<file path="src/rtl/core/mdh_pkg.sv">
`timescale 1ns / 1ps
// shared types and constants for the message duplicate filter
// no dependencies

package mdh_pkg;

    localparam int KEY_W             = 96;
    localparam int OCC_W             = 8;
    localparam int HISTORY_DEPTH_DEF = 128;

    typedef enum logic [1:0] {
        FUNC_LOOKUP = 2'd0,
        FUNC_INSERT = 2'd1,
        FUNC_CLEAR  = 2'd2
    } func_t;

    typedef struct packed {
        logic shift_en;
        logic clear_hit;
    } mdh_ctl_t;

endpackage

</file>
<file path="src/rtl/core/mdh_cell.sv">
`timescale 1ns / 1ps
// one history cell: stores a key, shifts it right on insert,
// compares it to the probe and ripples the hit flag; uses mdh_pkg

module mdh_cell import mdh_pkg::*; #(
    parameter int CNT_W    = 8,
    parameter int CELL_IDX = 0
) (
    input  logic             aclk,
    input  mdh_ctl_t         ctl,
    input  logic [KEY_W-1:0] key_in,
    input  logic [KEY_W-1:0] probe,
    input  logic [CNT_W-1:0] count,
    input  logic             hit_in,
    output logic [KEY_W-1:0] key_out,
    output logic             hit_out
);

    logic [KEY_W-1:0] key_reg;
    logic             hit_reg;
    logic             match;

    assign match   = (key_reg == probe) && (count > CNT_W'(CELL_IDX));
    assign key_out = key_reg;
    assign hit_out = hit_reg;

    always_ff @(posedge aclk) begin
        if (ctl.shift_en) begin
            key_reg <= key_in;
        end
        if (ctl.clear_hit) begin
            hit_reg <= 1'b0;
        end else begin
            hit_reg <= hit_in | match;
        end
    end

endmodule
</file>
<file path="config.mk">
export PLATFORM = sky130hd
export DESIGN_NAME = mdh_cell
export DESIGN_NICKNAME = d
export VERILOG_FILES = /design/src/rtl/core/mdh_pkg.sv /design/src/rtl/core/mdh_cell.sv
export SDC_FILE = /design/constraint.sdc
export NUM_CORES = 1
export LEC_CHECK = 0
export BUFFER_PORTS_ARGS = -buffer_cell sky130_fd_sc_hd__buf_2
export CORE_AREA = 2 2 118 120
export DETAILED_ROUTE_END_ITERATION = 8
export DIE_AREA = 0 0 120 122
export PLACE_DENSITY = 0.64
export SYNTH_ARGS = -nofsm -noshare
export SYNTH_HDL_FRONTEND = slang
export SYNTH_SLANG_ARGS = --single-unit
</file>
<file path="constraint.sdc">
create_clock -name aclk -period 3.4 [get_ports aclk]
set_input_delay 0.85 -clock aclk [delete_from_list [all_inputs] [get_ports aclk]]
set_output_delay 0.85 -clock aclk [all_outputs]
set_load 0.02 [all_outputs]
</file>
Word level (Yosys, flattened, before mapping)
Index checks and enable logic that the tools add are counted.

storage, ports and cells
  output and inout bits = 97
  logic and storage cells = 6
  bits of input ports = 204
  flip-flop bits (word level) = 97

operators by class
  bitwise gates (word level) = 1
  reduce and logical (&&, ||, !) cells = 1
  order comparisons = 1
  equal/unequal tests = 1

operators with widths
  kind                                                                              count
  96-bit == test                                                                    1
  8-bit by 1-bit greater-than comparator with 1-bit output (second input constant)  1
  1-bit logical AND                                                                 1
  1-bit OR                                                                          1

Longest topological paths before layout
Gate-level depths: netlist (run 1).

  word-level depth = 3
  gate-level depth with buffers = 5
  mapped depth without buffers = 5

Least setup slack after synthesis (run 1)
No wires, ideal clock.

  path kind = input to register
  start = input probe[5]
  end = register hit_reg, in the netlist hit_out
  stages on the path = 5
  library setup time = 0.075 ns
  required time = 3.325 ns
  buffers on the path = 0
  path slack = 1.380 ns
  arrival time = 1.945 ns
  cells stage by stage = xor2_1 -> or4_1 -> a2111oi_1 -> nand4_1 -> o22ai_1

on the way
  word-level cells in the longest chain between the ends = 3

RTL lines
  element               RTL line        RTL
  start, declared       mdh_cell.sv:12  input logic [KEY_W-1:0] probe,
  96-bit == test        mdh_cell.sv:23  assign match = (key_reg == probe) && (count > CNT_W'(CELL_IDX));
  1-bit logical AND     mdh_cell.sv:23
  1-bit OR              mdh_cell.sv:34  hit_reg <= hit_in | match;
  end signal, assigned  mdh_cell.sv:34
  end, declared         mdh_cell.sv:20  logic hit_reg;

Every way passes these cells.
A chain may end at the register's enable or synchronous reset.

Worst setup path after layout (run 1)
Ends and elaborated chain as after synthesis.

==> reports/metrics.yaml, run 1 <==
status: "finished, final reports clean"
htreeDepth: 3
layout_commonest_cell: "buf_2"
netlist_top_cells_area: "edfxtp_1 (73%), xnor2_1 (19%), nand4_1 (3.6%), xor2_1 (2.6%), nor4_1 (1.4%)"
io-pin-count: 301
numClockSinks: 97
avgSynthCellArea_um2: 17.3
ir_drop_mv: 0.273
holdBufCountCts: 0
num_rows: 43
cp_max_fo: 1
wirelength_um: 11600
cp-end-kind: "flop"
gr-total-overflow: 0
clock_skew_ps: 6.11
grt_max_degree: 50
cellPowerDensity_nw_per_um2: 516
antenna_found_initial: 2
tns_ps: 0
syn_to_final_growth_pct: 52.3
finalCriticalPeriod_ps: 2170
clkLatencyLatePin_ps: 340
cts_buffers: 9
worstMarginPinSlew_ps: 658
clockBufferDepth: 2
hpwl_um: 9650
nets: 745
hold_viol_final: 0
setup_violations: 0
vias: 3152
core-area_um2: 13500
chipHeight_um: 122
synthCells: 229
portBuffers: 300
viasPerCell: 4.35
required_ps: 3670
maxSlewViolCount: 0
cts.repair.resized: 0
leakage_nw: 2.54
gp_congestion: 0.837
drt.antenna.violating_nets: 0
drc: 0
postCtsSetupBuffers: 0
first_iter_violations: 113
initial_core_util_pct: 29.4
cts_tree: "done"
clk_pin_slew_ps: 70
cp.arrival_ps: 2440
drv_cap: 0
drt_first_pass_iters: 4
diodes: 0
drive_above_1_share_pct: 57.4
synth.top_cell.area_share_pct: 72.6
cts_root_buffer: "clkbuf_16"
wl_per_cell_um: 16.0
utilization_pct: 44.8
ys_seq_elements: 97
yosys_warnings: 0
start_kind: "input pin"
syn_nets: 433
period_share_pct: 63.9
grt_use_total_pct: 15.5
synth_cell_types: 10
grt_pass1_wl_um: 16600
crit_type: "in2reg"
dieArea_um2: 14600
syn-cell-area_um2: 3970
seq_area_frac_synth_pct: 73.1
die_w_um: 120
clock.fmax_mhz: 460
grt_pass1_vias: 3259
relSlewSlack_pct: 56.2
final_cell_mix: "buf_2 (299), edfxtp_1 (96), xnor2_1 (84)"
rsz0062_at_grt: "no"
hold_path.class: "in2reg"
yosysTopAreaCell: "edfxtp_1"
-- critical path, stage by stage --
cell and delay (ps):
buf_2 110, xor2_1 150, or4_1 590, a2111oi_1 430, nand4_1 170, o22ai_1 140
-- synthesized netlist by cell type --
cell type	n
nand4_1	23
xnor2_1	84
inv_1	1
a2111oi_1	1
dfxtp_1	1
edfxtp_1	96
o22ai_1	1
nor4_1	9
or4_1	1
xor2_1	12
-- power by group --
part / leakage, nW / switching [mW] / total [mW] / internal, mW
Combinational: 1.44 / 0.265 / 0.500 / 0.236
Sequential: 0.948 / 0.0674 / 1.49 / 1.42
Clock: 0.157 / 0.412 / 1.13 / 0.716
Total: 2.54 / 0.744 / 3.12 / 2.38
-- routing by layer --
layer	routed length (um)	vias to the layer above	GRT usage, %	part of all wire, %
li1	-	1488	-	-
met1	4070	1439	15.9	35
met2	5990	200	27.6	51
met3	1290	21	6.23	11
met4	263	4	7.43	2.3
met5	27	-	0	0.23
-- per-stage QoR --
step / instance area (um2) / hold slack [ps] / instances / total power [mW] / setup slack [ps]
final: 6050 / 677 / 725 / 3.12 / 1230
after CTS: 6050 / 661 / 725 / 3.16 / 1100
after floorplan: 3970 / 795 / 229 / 1.75 / 1380
after global routing: 6050 / 659 / 725 / 3.24 / 1100
after detailed placement: 5720 / 780 / 710 / 2.02 / 730
after global placement: 5720 / 755 / 710 / 2.01 / 706
-- sequential cells by signal (all words and copies together), names as in the netlist --
| name | count |
|---|---|
| hit_out | 1 |
| key_out | 96 |
-- worst paths after layout --
check	slack [ps]	cells past startpoint	end	startpoint
hold reg to reg	760	5	hit_out$_SDFF_PP0_	key_out[73]$_DFFE_PP_
setup reg to reg	1390	5	hit_out$_SDFF_PP0_	key_out[5]$_DFFE_PP_
hold / removal	680	1	key_out[0]$_DFFE_PP_	key_in[0]
setup / recovery	1230	6	hit_out$_SDFF_PP0_	probe[5]
-- logic make-up (layout without fill, tap and decap cells) --
logic type | Yosys count | after routing | share of synthesized area (%)
AOI/OAI and AO/OA | 2 | 2 | 0.410
xor gates and xnor gates | 96 | 96 | 21.2
buffers and inverters | 1 | 317 | 0.0944
DFF | 97 | 97 | 73.1
and+or+nand+nor | 33 | 33 | 5.23
-- area by class of cell --
type                    count  area [um2]
clock buffers              12         236
clock inverters             3        90.1
fillers                  1252        7460
inverters                   1        3.75
multi-input cells         131        1060
flip-flops and latches     97        2900
well taps                 180         225
repair buffers            301        1520
Power figures use the tool's default switching activity.
==> run 2: changes to the inputs <==
Settings changed: ABC_AREA set to 1, CORE_AREA 2 2 118 120 to 2 2 115 117, DIE_AREA 0 0 120 122 to 0 0 117 119, PLACE_DENSITY 0.64 to 0.7.
Clock period 3.4 ns to 2.1 ns, I/O delays scaled along.
==> run 2 against run 1 <==
  * Die area shrank 4.9%
  * First-iteration DRC count grew 39%
  * Utilization grew 5.2 points
  * Final cell count grew 25%
  * Clock skew is essentially flat
  * Non-clock buffer count grew 1
  * Power grew 51%
  * Combinational power grew 70%
  * Design area grew 6.3%
  * Area after synthesis grew 11%
  * Register-to-register slack lost 920 ps
  * Critical path type is now reg2reg
  * Critical endpoint unchanged
  * Highest routed layer unchanged
==> reports/metrics.yaml, run 2 <==
syn_nets: 613  # +42%
relSlewSlack_pct: 79.8  # +24 points
finalCriticalPeriod_ps: 1630
syn_to_final_growth_pct: 45.9
core-area_um2: 12900  # -4.7%
yosys_warnings: 0  # unchanged
filler_cell_count: 1228  # -1.9%
cts_tree: "done"
synth_edf_count: 96  # unchanged
holdBufCountCts: 0  # unchanged
tns_ps: 0  # unchanged
largest_reg_flops: 96  # unchanged
critPathLaunch: "key_out[42]$_DFFE_PP_"
clkLatencyLatePin_ps: 340  # about the same
grt_pass1_wl_um: 16900  # +2.2%
cts_root_buffer: "clkbuf_16"
cp.arrival_ps: 1910  # -530 ps
slowest_stage: "edfxtp_1"
ys_seq_elements: 97  # unchanged
syn-cell-area_um2: 4410  # +11%
ir_drop_mv: 0.361  # +33%
viasPerCell: 4.13  # -5.0%
final_cell_mix: "buf_2 (299), nand2_1 (104), edfxtp_1 (96)"
placedCellCount: 887  # +25%
seq_area_frac_synth_pct: 65.9  # -7.2 points
hp-start: "ctl[0]"
cpPeakStageDelay_ps: 460  # -130 ps
synthCells: 409  # +79%
synth.top_cell.area_share_pct: 65.4  # -7.2 points
drv_cap: 0  # unchanged
start_kind: "flop"
period_share_pct: 77.6
timing.rr.start: "key_out[42]$_DFFE_PP_"
grt_max_degree: 40  # -20%
wl_per_cell_um: 13.0  # -19%
async_reset_ff_share_pct: 0  # unchanged
gr-total-overflow: 0  # unchanged
hold_path.class: "in2reg"
cts.repair.resized: 0  # unchanged
drt_first_pass_iters: 4  # unchanged
drt.antenna.violating_nets: 0  # unchanged
antenna_found_initial: 2  # unchanged
drc: 0  # unchanged
stdcell_count: 904  # +25%
crit_top_cell: "nor2_1"
netlist_top_cells_area: "edfxtp_1 (65%), xor2_1 (9.9%), nand2_1 (8.9%), nor2_1 (7.3%), inv_1 (4.5%)"
hpwl_um: 9630  # -0.23%
clk_pin_slew_ps: 60  # about the same
dieArea_um2: 13900  # -4.9%
maxSlewViolCount: 0  # unchanged
setup_violations: 0  # unchanged
rsz0062_at_grt: "no"
worstMarginPinSlew_ps: 304  # -354 ps
cp_max_fo: 2  # +1
grt_pass1_vias: 3637  # +12%
required_ps: 2380  # -1290 ps
crit_type: "reg2reg"
cp-end-kind: "flop"
htreeDepth: 3  # unchanged
die_w_um: 117  # -2.5%
vias: 3734  # +18%
crit_family: "simple AND/OR/NAND/NOR gates"
yosysTopAreaCell: "edfxtp_1"
wirelength_um: 11700  # +0.62%
first_iter_violations: 157  # +39%
final_area_um2: 6430  # +6.3%
portBuffers: 300  # unchanged
clock_skew_ps: 6.07  # -0.0395 ps
layout_commonest_cell: "buf_2"
grt_use_total_pct: 16.4  # +0.91 points
initial_core_util_pct: 34.2  # +4.8 points
io-pin-count: 301  # unchanged
chipHeight_um: 119  # -2.5%
yosysMostFrequentCell: "nand2_1"
cts_buffers: 9  # unchanged
gp_congestion: 0.820  # -2.0%
drive_above_1_share_pct: 43.2  # -14 points
leakage_nw: 3.21  # +26%
status: "finished, final reports clean"
synth_common_cells: "nand2_1 (104), edfxtp_1 (96), nor2_1 (86)"
numClockSinks: 97  # unchanged
clockBufferDepth: 2  # unchanged
cellPowerDensity_nw_per_um2: 734  # +42%
synth_cell_types: 10  # unchanged
place_area_um2: 6170  # +7.9%
avgSynthCellArea_um2: 10.8  # -38%
synth_flop_cell: "edfxtp_1"
hold_viol_final: 0  # unchanged
clock.fmax_mhz: 613
path_buf_inv: 0  # -1
postCtsSetupBuffers: 0  # unchanged
nets: 926  # +24%
path_cells: "xor2_1 > nor2_1 > nand2_1 > nor2_1 > nand2_1 > nor2_1 > nand3_1 > a21oi_2"
num_rows: 42  # -2.3%
-- run 2: changes by cell type after synthesis, sizes merged --
| cell | change |
|---|---|
| xor2 | +38 |
| nand4 | -22 |
| xnor2 | -70 |
| nor4 | -9 |
| nor2 | +86 |
| nand3 | +3 |
| nand2 | +104 |
| o22ai | -1 |
| or4 | -1 |
| inv | +52 |
| a21oi | +1 |
| a2111oi | -1 |
-- run 2: cells by family (layout without fill, tap and decap cells) --
kind of cell	Yosys count	count (layout)	share of synthesized area [%]
flops	97	97	65.9
other cells	0	1	0
buf+inv	53	371	4.52
compound gates	1	1	0.199
simple gates	194	194	16.7
xor+xnor	64	64	12.7
-- run 2: cell type report --
class	instances	area [um2]	area share [%]
Sequential cell	97	2900	45.2
Timing Repair Buffer	302	1540	24.0
Tap cell	176	220	3.43
Antenna cell	1	2.50	0.0389
Inverter	53	199	3.09
Clock buffer	12	236	3.68
Clock inverter	4	20.0	0.311
Multi-Input combinational cell	259	1300	20.3
-- run 2: per-layer routing --
metal / up-vias / share of wire [%] / GRT usage, % / wire [um]
met1: 1632 / 38 / 17.5 / 4510
met2: 177 / 51 / 29.8 / 6000
met3: 11 / 8.8 / 4.73 / 1030
met5: - / 0.11 / 0 / 13
met4: 2 / 1.3 / 6.84 / 154
li1: 1912 / - / - / -
-- run 2: final timing paths --
kind / end / cells after the start / slack (ps)
max: hit_out$_SDFF_PP0_ / 8 / 470
max reg2reg: hit_out$_SDFF_PP0_ / 8 / 470
min reg2reg: hit_out$_SDFF_PP0_ / 7 / 810
min: hit_out$_SDFF_PP0_ / 2 / 340
-- run 2: metrics by stage --
stage / hold slack, ps / worst slack [ps] / utilization, % / power [mW]
floorplan: 587 / 821 / - / 2.87
global placement: 693 / 262 / 47.9 / 3.29
detailed placement: 696 / 217 / 47.9 / 3.31
CTS: 327 / 378 / 49.9 / 4.79
global route: 329 / 294 / 49.9 / 4.97
finish: 342 / 470 / 49.9 / 4.72
-- run 2: where the power goes --
part | internal [mW] | leakage (nW) | switching [mW]
combinational | 0.370 | 2.14 | 0.480
clock | 0.794 | 0.122 | 0.662
sequential | 2.31 | 0.948 | 0.108
total | 3.47 | 3.21 | 1.25
